<file path="src/hw/rtl/pief_pkg.sv">
// Package for the polynomial implicit function evaluator.
// Holds widths, register indexes, state codes and the structs shared by
// the register file, controller and datapath. No dependencies.
package pief_pkg;

  localparam int SPACE_DIM     = 3;
  localparam int MAX_TERMS     = 6;
  localparam int MAX_POWER     = 15;
  localparam int NUM_TERM_REGS = 6;

  localparam int COORD_W = 32;
  localparam int FRAC_W  = 16;
  localparam int VAL_W   = 48;
  localparam int POW_W   = 4;
  localparam int TERM_W  = COORD_W + 3 * POW_W;
  localparam int CNT_W   = 3;

  // register file addressing: 64-bit registers at 8-byte strides
  localparam int NUM_REGS  = 2 + NUM_TERM_REGS;
  localparam int REG_IDX_W = $clog2(NUM_REGS);
  localparam int ADDR_W    = REG_IDX_W + 3;
  localparam int DATA_W    = 64;

  localparam logic [REG_IDX_W-1:0] REG_INSIDE = REG_IDX_W'(0);
  localparam logic [REG_IDX_W-1:0] REG_COUNT  = REG_IDX_W'(1);
  localparam logic [REG_IDX_W-1:0] REG_TERM0  = REG_IDX_W'(2);

  // counters and selects
  localparam int TIDX_W = (NUM_TERM_REGS > 1) ? $clog2(NUM_TERM_REGS) : 1;
  localparam int TCNT_W = $clog2(MAX_TERMS + 1);
  localparam int DIDX_W = (SPACE_DIM > 1) ? $clog2(SPACE_DIM) : 1;
  localparam int DCNT_W = $clog2(SPACE_DIM + 1);

  // split multiply: 48-bit running value times 32-bit coordinate
  localparam int HALF_W = VAL_W / 2;
  localparam int PART_W = HALF_W + 1 + COORD_W;
  localparam int FULL_W = VAL_W + COORD_W;
  localparam int SHR_W  = FULL_W - FRAC_W;

  localparam logic [VAL_W-1:0] VAL_MAX = {1'b0, {(VAL_W-1){1'b1}}};
  localparam logic [VAL_W-1:0] VAL_MIN = {1'b1, {(VAL_W-1){1'b0}}};

  typedef struct packed {
    logic                                   inside_flag;
    logic [CNT_W-1:0]                       term_count;
    logic [NUM_TERM_REGS-1:0][TERM_W-1:0]   term_word;
  } cfg_t;

  typedef struct packed {
    logic              load_point;
    logic              load_coef;
    logic              mul_lo;
    logic              mul_hi;
    logic              fold;
    logic              accum;
    logic              negate;
    logic [TIDX_W-1:0] term_sel;
    logic [DIDX_W-1:0] dim_sel;
  } cmd_t;

  typedef enum logic [3:0] {
    ST_IDLE,
    ST_TERM,
    ST_DIM,
    ST_STEP,
    ST_MUL_LO,
    ST_MUL_HI,
    ST_FOLD,
    ST_ACCUM,
    ST_NEGATE,
    ST_DONE
  } state_t;

endpackage

</file>
<file path="src/hw/rtl/polynomial_implicit_function_eval.sv">
// Sparse 3-D polynomial evaluator in signed Q16.16 fixed point.
// Instantiates pief_regs, pief_ctrl and pief_dpath; uses pief_pkg.
//
// Usage:
//   Configure inside_flag, term_count and term_word_0..5 over the APB port
//   (64-bit registers at byte address 8*index) while the block is idle.
//   Present a point on point_x/y/z and raise start; the item is taken on the
//   rising edge where start is high and busy is low. busy stays high until
//   the result is out.
//   The result appears on func_value/overflow for exactly one cycle with
//   done high; there is no back pressure, the receiver must take it then.
// Sequencing:
//   Each Q16.16 multiply goes through the one 25x32 multiplier in two
//   passes (ST_MUL_LO, ST_MUL_HI) plus a fold/saturate step (ST_FOLD),
//   with a step check (ST_STEP).
//   One item at a time; a new start is taken the cycle after done.
// Reset:
//   Synchronous rst returns the sequencer to idle, sets inside_flag to 1
//   and clears term_count and the term words; datapath registers are not reset.
module polynomial_implicit_function_eval (
  input  logic                                  clk,
  input  logic                                  rst,
  input  logic                                  start,
  output logic                                  busy,
  input  logic signed [pief_pkg::COORD_W-1:0]   point_x,
  input  logic signed [pief_pkg::COORD_W-1:0]   point_y,
  input  logic signed [pief_pkg::COORD_W-1:0]   point_z,
  output logic                                  done,
  output logic signed [pief_pkg::VAL_W-1:0]     func_value,
  output logic                                  overflow,
  input  logic                                  psel,
  input  logic                                  penable,
  input  logic                                  pwrite,
  input  logic [pief_pkg::ADDR_W-1:0]           paddr,
  input  logic [pief_pkg::DATA_W-1:0]           pwdata,
  output logic [pief_pkg::DATA_W-1:0]           prdata,
  output logic                                  pready
);

  pief_pkg::cfg_t cfg;
  pief_pkg::cmd_t cmd;

  pief_regs u_regs (
    .clk     (clk),
    .rst     (rst),
    .psel    (psel),
    .penable (penable),
    .pwrite  (pwrite),
    .paddr   (paddr),
    .pwdata  (pwdata),
    .prdata  (prdata),
    .pready  (pready),
    .cfg     (cfg)
  );

  pief_ctrl u_ctrl (
    .clk   (clk),
    .rst   (rst),
    .start (start),
    .cfg   (cfg),
    .busy  (busy),
    .done  (done),
    .cmd   (cmd)
  );

  pief_dpath u_dpath (
    .clk        (clk),
    .cmd        (cmd),
    .cfg        (cfg),
    .point_x    (point_x),
    .point_y    (point_y),
    .point_z    (point_z),
    .func_value (func_value),
    .overflow   (overflow)
  );

endmodule

</file>
<file path="src/hw/rtl/pief_regs.sv">
// Configuration register file with an APB-style port.
// Depends on pief_pkg for widths, register indexes and cfg_t.
module pief_regs (
  input  logic                          clk,
  input  logic                          rst,
  input  logic                          psel,
  input  logic                          penable,
  input  logic                          pwrite,
  input  logic [pief_pkg::ADDR_W-1:0]   paddr,
  input  logic [pief_pkg::DATA_W-1:0]   pwdata,
  output logic [pief_pkg::DATA_W-1:0]   prdata,
  output logic                          pready,
  output pief_pkg::cfg_t                cfg
);

  logic [pief_pkg::REG_IDX_W-1:0] idx;
  logic [pief_pkg::REG_IDX_W-1:0] term_off;
  logic                           wr_en;

  assign pready   = 1'b1;
  assign idx      = paddr[pief_pkg::ADDR_W-1:3];
  assign term_off = idx - pief_pkg::REG_TERM0;
  assign wr_en    = psel & penable & pwrite;

  always_ff @(posedge clk) begin
    if (rst) begin
      cfg.inside_flag <= 1'b1;
      cfg.term_count  <= '0;
      cfg.term_word   <= '0;
    end else if (wr_en) begin
      unique case (idx)
        pief_pkg::REG_INSIDE: cfg.inside_flag <= pwdata[0];
        pief_pkg::REG_COUNT:  cfg.term_count  <= pwdata[pief_pkg::CNT_W-1:0];
        default: begin
          cfg.term_word[term_off[pief_pkg::TIDX_W-1:0]] <= pwdata[pief_pkg::TERM_W-1:0];
        end
      endcase
    end
  end

  always_comb begin
    prdata = '0;
    unique case (idx)
      pief_pkg::REG_INSIDE: prdata[0] = cfg.inside_flag;
      pief_pkg::REG_COUNT:  prdata[pief_pkg::CNT_W-1:0] = cfg.term_count;
      default: begin
        prdata[pief_pkg::TERM_W-1:0] = cfg.term_word[term_off[pief_pkg::TIDX_W-1:0]];
      end
    endcase
  end

endmodule

</file>
<file path="src/hw/rtl/pief_ctrl.sv">
// Sequencer: walks terms, coordinates and powers, issuing datapath commands.
// Depends on pief_pkg for state_t, cmd_t and cfg_t.
module pief_ctrl (
  input  logic           clk,
  input  logic           rst,
  input  logic           start,
  input  pief_pkg::cfg_t cfg,
  output logic           busy,
  output logic           done,
  output pief_pkg::cmd_t cmd
);

  pief_pkg::state_t state, state_next;

  logic [pief_pkg::TCNT_W-1:0] term_idx;
  logic [pief_pkg::DCNT_W-1:0] dim_idx;
  logic [pief_pkg::POW_W-1:0]  pcnt;

  logic [pief_pkg::TCNT_W-1:0] n_terms;
  logic [pief_pkg::TERM_W-1:0] word;
  logic [pief_pkg::POW_W-1:0]  pow_arr [pief_pkg::SPACE_DIM];
  logic [pief_pkg::POW_W-1:0]  pw_raw;
  logic [pief_pkg::POW_W-1:0]  pw;
  logic                        terms_done;
  logic                        dims_done;

  assign n_terms = (32'(cfg.term_count) > pief_pkg::MAX_TERMS) ?
                   pief_pkg::TCNT_W'(pief_pkg::MAX_TERMS) :
                   pief_pkg::TCNT_W'(cfg.term_count);
  assign word    = cfg.term_word[term_idx[pief_pkg::TIDX_W-1:0]];

  always_comb begin
    for (int d = 0; d < pief_pkg::SPACE_DIM; d++) begin
      pow_arr[d] = word[pief_pkg::COORD_W + pief_pkg::POW_W*d +: pief_pkg::POW_W];
    end
  end

  assign pw_raw     = pow_arr[dim_idx[pief_pkg::DIDX_W-1:0]];
  assign pw         = (32'(pw_raw) > pief_pkg::MAX_POWER) ?
                      pief_pkg::POW_W'(pief_pkg::MAX_POWER) : pw_raw;
  assign terms_done = (term_idx == n_terms);
  assign dims_done  = (dim_idx == pief_pkg::DCNT_W'(pief_pkg::SPACE_DIM));

  always_ff @(posedge clk) begin
    if (rst) begin
      state    <= pief_pkg::ST_IDLE;
      term_idx <= '0;
      dim_idx  <= '0;
      pcnt     <= '0;
    end else begin
      state <= state_next;
      unique case (state)
        pief_pkg::ST_IDLE:  term_idx <= '0;
        pief_pkg::ST_TERM:  dim_idx  <= '0;
        pief_pkg::ST_DIM:   pcnt     <= pw;
        pief_pkg::ST_STEP: begin
          if (pcnt == '0) dim_idx <= dim_idx + 1'b1;
        end
        pief_pkg::ST_FOLD:  pcnt     <= pcnt - 1'b1;
        pief_pkg::ST_ACCUM: term_idx <= term_idx + 1'b1;
        default: ;
      endcase
    end
  end

  always_comb begin
    state_next = state;
    unique case (state)
      pief_pkg::ST_IDLE:   if (start) state_next = pief_pkg::ST_TERM;
      pief_pkg::ST_TERM:   state_next = terms_done ? pief_pkg::ST_NEGATE : pief_pkg::ST_DIM;
      pief_pkg::ST_DIM:    state_next = dims_done ? pief_pkg::ST_ACCUM : pief_pkg::ST_STEP;
      pief_pkg::ST_STEP:   state_next = (pcnt == '0) ? pief_pkg::ST_DIM : pief_pkg::ST_MUL_LO;
      pief_pkg::ST_MUL_LO: state_next = pief_pkg::ST_MUL_HI;
      pief_pkg::ST_MUL_HI: state_next = pief_pkg::ST_FOLD;
      pief_pkg::ST_FOLD:   state_next = pief_pkg::ST_STEP;
      pief_pkg::ST_ACCUM:  state_next = pief_pkg::ST_TERM;
      pief_pkg::ST_NEGATE: state_next = pief_pkg::ST_DONE;
      pief_pkg::ST_DONE:   state_next = pief_pkg::ST_IDLE;
      default:             state_next = pief_pkg::ST_IDLE;
    endcase
  end

  always_comb begin
    cmd          = '0;
    cmd.term_sel = term_idx[pief_pkg::TIDX_W-1:0];
    cmd.dim_sel  = dim_idx[pief_pkg::DIDX_W-1:0];
    busy         = 1'b1;
    done         = 1'b0;
    unique case (state)
      pief_pkg::ST_IDLE: begin
        busy           = 1'b0;
        cmd.load_point = start;
      end
      pief_pkg::ST_TERM:   cmd.load_coef = ~terms_done;
      pief_pkg::ST_MUL_LO: cmd.mul_lo    = 1'b1;
      pief_pkg::ST_MUL_HI: cmd.mul_hi    = 1'b1;
      pief_pkg::ST_FOLD:   cmd.fold      = 1'b1;
      pief_pkg::ST_ACCUM:  cmd.accum     = 1'b1;
      pief_pkg::ST_NEGATE: cmd.negate    = 1'b1;
      pief_pkg::ST_DONE:   done          = 1'b1;
      default: ;
    endcase
  end

endmodule

</file>
<file path="src/hw/rtl/pief_dpath.sv">
// Datapath: point registers, running term value, sum and overflow flag,
// one shared 25x32 multiplier used twice per Q16.16 multiply.
// Depends on pief_pkg for widths, limits, cmd_t and cfg_t.
module pief_dpath (
  input  logic                                  clk,
  input  pief_pkg::cmd_t                        cmd,
  input  pief_pkg::cfg_t                        cfg,
  input  logic signed [pief_pkg::COORD_W-1:0]   point_x,
  input  logic signed [pief_pkg::COORD_W-1:0]   point_y,
  input  logic signed [pief_pkg::COORD_W-1:0]   point_z,
  output logic signed [pief_pkg::VAL_W-1:0]     func_value,
  output logic                                  overflow
);

  logic signed [pief_pkg::COORD_W-1:0] pt [pief_pkg::SPACE_DIM];
  logic signed [pief_pkg::VAL_W-1:0]   cur;
  logic signed [pief_pkg::VAL_W-1:0]   sum;
  logic                                ovf;
  logic signed [pief_pkg::PART_W-1:0]  mul_r;
  logic signed [pief_pkg::PART_W-1:0]  lo_r;

  logic signed [pief_pkg::COORD_W-1:0]  coord;
  logic signed [pief_pkg::COORD_W-1:0]  coef;
  logic signed [pief_pkg::HALF_W:0]     mul_a;
  logic signed [pief_pkg::PART_W-1:0]   mul_p;
  logic signed [pief_pkg::FULL_W-1:0]   full;
  logic        [pief_pkg::SHR_W-1:0]    shr;
  logic        [pief_pkg::SHR_W-pief_pkg::VAL_W:0] shr_top;
  logic                                 fold_fits;
  logic        [pief_pkg::VAL_W-1:0]    fold_val;
  logic        [pief_pkg::VAL_W:0]      add_w;
  logic        [pief_pkg::VAL_W:0]      neg_w;
  logic        [pief_pkg::VAL_W-1:0]    add_val;
  logic        [pief_pkg::VAL_W-1:0]    neg_val;

  assign coord = pt[cmd.dim_sel];
  assign coef  = $signed(cfg.term_word[cmd.term_sel][pief_pkg::COORD_W-1:0]);

  // low half is unsigned, high half carries the sign
  assign mul_a = cmd.mul_lo ?
                 $signed({1'b0, cur[pief_pkg::HALF_W-1:0]}) :
                 $signed({cur[pief_pkg::VAL_W-1], cur[pief_pkg::VAL_W-1:pief_pkg::HALF_W]});
  assign mul_p = mul_a * coord;

  // full product = lo + (hi << 24); keep bits above the fraction (floor)
  assign full      = pief_pkg::FULL_W'(lo_r) +
                     (pief_pkg::FULL_W'(mul_r) <<< pief_pkg::HALF_W);
  assign shr       = full[pief_pkg::FULL_W-1:pief_pkg::FRAC_W];
  assign shr_top   = shr[pief_pkg::SHR_W-1:pief_pkg::VAL_W-1];
  assign fold_fits = (&shr_top) | ~(|shr_top);
  assign fold_val  = fold_fits ? shr[pief_pkg::VAL_W-1:0] :
                     (shr[pief_pkg::SHR_W-1] ? pief_pkg::VAL_MIN : pief_pkg::VAL_MAX);

  assign add_w   = {sum[pief_pkg::VAL_W-1], sum} + {cur[pief_pkg::VAL_W-1], cur};
  assign add_val = (add_w[pief_pkg::VAL_W] == add_w[pief_pkg::VAL_W-1]) ?
                   add_w[pief_pkg::VAL_W-1:0] :
                   (add_w[pief_pkg::VAL_W] ? pief_pkg::VAL_MIN : pief_pkg::VAL_MAX);
  assign neg_w   = '0 - {sum[pief_pkg::VAL_W-1], sum};
  assign neg_val = (neg_w[pief_pkg::VAL_W] == neg_w[pief_pkg::VAL_W-1]) ?
                   neg_w[pief_pkg::VAL_W-1:0] :
                   (neg_w[pief_pkg::VAL_W] ? pief_pkg::VAL_MIN : pief_pkg::VAL_MAX);

  always_ff @(posedge clk) begin
    if (cmd.load_point) begin
      pt[0] <= point_x;
      pt[1] <= point_y;
      if (pief_pkg::SPACE_DIM > 2) pt[pief_pkg::SPACE_DIM-1] <= point_z;
      sum <= '0;
      ovf <= 1'b0;
    end
    if (cmd.load_coef) cur <= pief_pkg::VAL_W'(coef);
    if (cmd.mul_lo) mul_r <= mul_p;
    if (cmd.mul_hi) begin
      lo_r  <= mul_r;
      mul_r <= mul_p;
    end
    if (cmd.fold) begin
      cur <= fold_val;
      if (!fold_fits) ovf <= 1'b1;
    end
    if (cmd.accum) begin
      sum <= add_val;
      if (add_w[pief_pkg::VAL_W] != add_w[pief_pkg::VAL_W-1]) ovf <= 1'b1;
    end
    if (cmd.negate && !cfg.inside_flag) begin
      sum <= neg_val;
      if (neg_w[pief_pkg::VAL_W] != neg_w[pief_pkg::VAL_W-1]) ovf <= 1'b1;
    end
  end

  assign func_value = sum;
  assign overflow   = ovf;

endmodule

</file>
<file path="config.mk">
export PLATFORM = sky130hd
export DESIGN_NAME = polynomial_implicit_function_eval
export DESIGN_NICKNAME = d
export VERILOG_FILES = /design/src/hw/rtl/pief_pkg.sv /design/src/hw/rtl/polynomial_implicit_function_eval.sv /design/src/hw/rtl/pief_regs.sv /design/src/hw/rtl/pief_ctrl.sv /design/src/hw/rtl/pief_dpath.sv
export SDC_FILE = /design/constraint.sdc
export NUM_CORES = 2
export LEC_CHECK = 0
export BUFFER_PORTS_ARGS = -buffer_cell sky130_fd_sc_hd__buf_4
export CAP_MARGIN = 10
export CELL_PAD_IN_SITES_DETAIL_PLACEMENT = 1
export CELL_PAD_IN_SITES_GLOBAL_PLACEMENT = 2
export CORE_MARGIN = 1
export CORE_UTILIZATION = 32
export DETAILED_ROUTE_END_ITERATION = 6
export GPL_ROUTABILITY_DRIVEN = 0
export GPL_TIMING_DRIVEN = 0
export PLACE_DENSITY_LB_ADDON = 0.1
export SLEW_MARGIN = 0
export SYNTH_ARGS = -nofsm -noshare
export SYNTH_HDL_FRONTEND = slang
export SYNTH_SLANG_ARGS = --single-unit
</file>
<file path="constraint.sdc">
create_clock -name clk -period 10.4 [get_ports clk]
set_input_delay 0.52 -clock clk [delete_from_list [all_inputs] [get_ports clk]]
set_output_delay 0.52 -clock clk [all_outputs]
set_load 0.05 [all_outputs]
</file>
==> results.ini <==
[status]
status = finished clean

[min_path]
whs_endpoint = u_regs.cfg[48]
min_from = pwdata[4]
worst_hold_path_type = in2reg
whs_path_depth = 3

[yosys]
yosysTopAreaCell = fa_1
syn_area_um2 = 60080
avgSynthCellArea_um2 = 9.087
synthDistinctLibCells = 87
synth_async_sr_flop_share = 0
synth_edf_count = 290
synth.top_cells.by_area = fa_1 (27%), edfxtp_1 (14%), dfxtp_1 (9.5%)
ys_ff_latch = 574
seq_area_frac_synth = 0.2396
synth-main-ff-cell = edfxtp_1
synthCells = 6611
yosys_warnings = 0
synth_top_cell_area_share = 0.2736

[floorplanning]
core_area_um2 = 186000
dieWidth_um = 435.3
dieHeight_um = 435.3
ios = 288
start_util = 0.3229
rows = 158
dieArea_um2 = 189500

[global_route]
antenna_found_initial = 12
grt_max_degree = 74
grt_pass1_vias = 52700
grt_use_total = 0.2722
grt_pass1_wl_um = 375200
gr-total-overflow = 0

[cts]
cts_tree = done
h-tree-depth = 3
clockRootBuffer = clkbuf_16
cts_made_buffers = 76
path_clk_slew_ns = 0.06
cts_buffer_depth = 3
cts_sinks = 574
insertion_delay_ns = 0.75

[route]
vias = 50570
vias_per_cell = 5.261
wl_per_cell_um = 26.96
drtPass1Iterations = 5
drt_iter0_drc = 3726
drc = 0
ant_nets = 0
wirelength_um = 259200

[critical_path]
path_class = reg2reg
cp_max_fo = 10
cp.required_ns = 10.85
critPathLaunchType = flip-flop
rr_worst_depth = 29
arrival_ns = 10.65
r2r-start = u_ctrl.state[2]
r2r_end = u_dpath.mul_r[54]
crit_top_cell = fa_1
worst_setup_path_end_kind = flip-flop
ff2ff_setup_slack_ns = 0.20
cpMaxStageDelayCell = a21oi_2
max_stage_delay_ns = 0.90

[sta]
skew_ns = 0.05445
tightest_slew_ns = 1.273
rsz0062_at_grt = yes
finalSetupViolCount = 0
hold_viol = 0
post-route-period-util = 0.9806
final_max_slew_viol_count = 0
slew_headroom = 0.1514
fin_crit_ns = 10.20
max_freq_ghz = 0.09805

[place]
dp.final_hpwl_um = 212000
dp_cells = 9374
place_area_um2 = 65490
io_buffers = 240

[final_layout]
final_cell_mix = nand2_1 (1145), inv_1 (823), fa_1 (821)
fin_area_um2 = 69290
finalNetCount = 8329
area_growth_pct = 15.34
drive_gt1_frac = 0.09832
instances_no_fill = 9613
fin_util = 0.3725
mostFrequentLayoutCell = nand2_1

[power]
p_per_area_nw_per_um2 = 135.3
p_leak_nw = 29.81
finalPower_mw = 9.375
peakVddDrop_uv = 120.3

[flow_run]
drv_cap = 0

[cells by family after synthesis]
| logic type | count (synthesis) | synth area share |
|---|---|---|
| simple gates | 2116 | 0.1470 |
| buf+inv | 1222 | 0.07885 |
| compound gates | 1127 | 0.1167 |
| fa+ha+maj | 1087 | 0.3290 |
| flops | 574 | 0.2396 |
| mux | 302 | 0.06244 |
| xor+xnor | 181 | 0.02639 |
| other cells | 2 | 0.0001250 |
[timing repair]
item	in CTS	in global routing
hold buffers	97	0
pin swaps	0	1
endpoints found under the hold margin	97	0
gates resized for setup	39	90
setup buffers	0	7
endpoints found under the setup margin	31	15
[state kept, by name (all words and copies together), names as in the netlist, named ones only]
| register | flops |
|---|---|
| u_dpath.mul_r | 57 |
| u_dpath.cur | 48 |
| u_dpath.overflow | 1 |
| u_ctrl.term_idx | 3 |
| u_ctrl.dim_idx | 2 |
| u_dpath.pt | 96 |
| u_ctrl.pcnt | 4 |
| u_ctrl.state | 4 |
| u_dpath.func_value | 48 |
| u_regs.cfg | 268 |
| u_dpath.lo_r | 41 |
[layout make-up]
cell class	count	area [um^2]
antenna	3	7.507
buffer	387	1683
clock buffer	99	2069
clock inverter	39	504.2
fill	21470	116700
inverter	827	3114
multi-input combinational	4834	41200
sequential	574	14400
tap	2480	3103
timing repair buffer	370	3214
[worst max-delay path: cells and delay by family, from the launching register on]
kind	cells	cell delay, ns
fa+ha+maj	8	3.98
compound gates	7	2.55
simple gates	8	1.42
buf+inv	5	1.39
flops	1	0.42
xor+xnor	1	0.11
[cells in the mapped netlist, drive strengths merged (18+ instances only)]
library cell and count:
xnor2 111, o21ai 149, nand2 1145, nand4 43, o21a 62, ha 266
a21oi 535, nand2b 27, mux2i 188, nand3 41, o21bai 27, nor3 109
nor2 594, clkbuf 310, inv 827, and2 25, o22ai 27, mux2 62
buf 85, edfxtp 290, xor2 70, or3 21, a211oi 18, dfxtp 284
mux4 52, and3 22, o221ai 84, o211ai 22, a21o 76, fa 821
[power by group]
part | internal, mW | switching [mW]
clock | 1.56 | 1.21
combinational | 1.51 | 2.48
sequential | 2.57 | 0.0443
total | 5.64 | 3.74
[how the worst max path moves through the flow]
stage	slack, ns	depth (start not counted)	to	startpoint
final	0.20	29	u_dpath.mul_r[54]	u_ctrl.state[2]
after global routing	-0.04	29	u_dpath.mul_r[54]	u_ctrl.state[2]
after CTS	0.04	28	u_dpath.mul_r[53]	flip-flop
after detailed placement	-1.29	29	u_dpath.mul_r[53]	u_ctrl.state[2]
after global placement	-1.82	29	u_dpath.mul_r[53]	u_ctrl.state[2]
after floorplan	1.77	29	u_dpath.mul_r[55]	u_ctrl.state[1]
[per-stage QoR]
stage                     hold slack [ns]  setup slack [ns]   TNS, ns
after floorplan                    0.4003             1.765         0
after global placement             0.4507            -1.825    -40.31
after detailed placement           0.4615            -1.288    -20.96
after CTS                        0.006249           0.03717         0
after global routing              0.03857          -0.03621  -0.04845
final                             0.06120            0.2015         0
[routing by layer]
metal / routed length [um] / GRT usage
met2: 117700 / 0.4283
met4: 6886 / 0.06991
met1: 120900 / 0.3949
met3: 13690 / 0.03199
met5: 21 / 0
No activity file was read; power rests on OpenSTA's default activity.
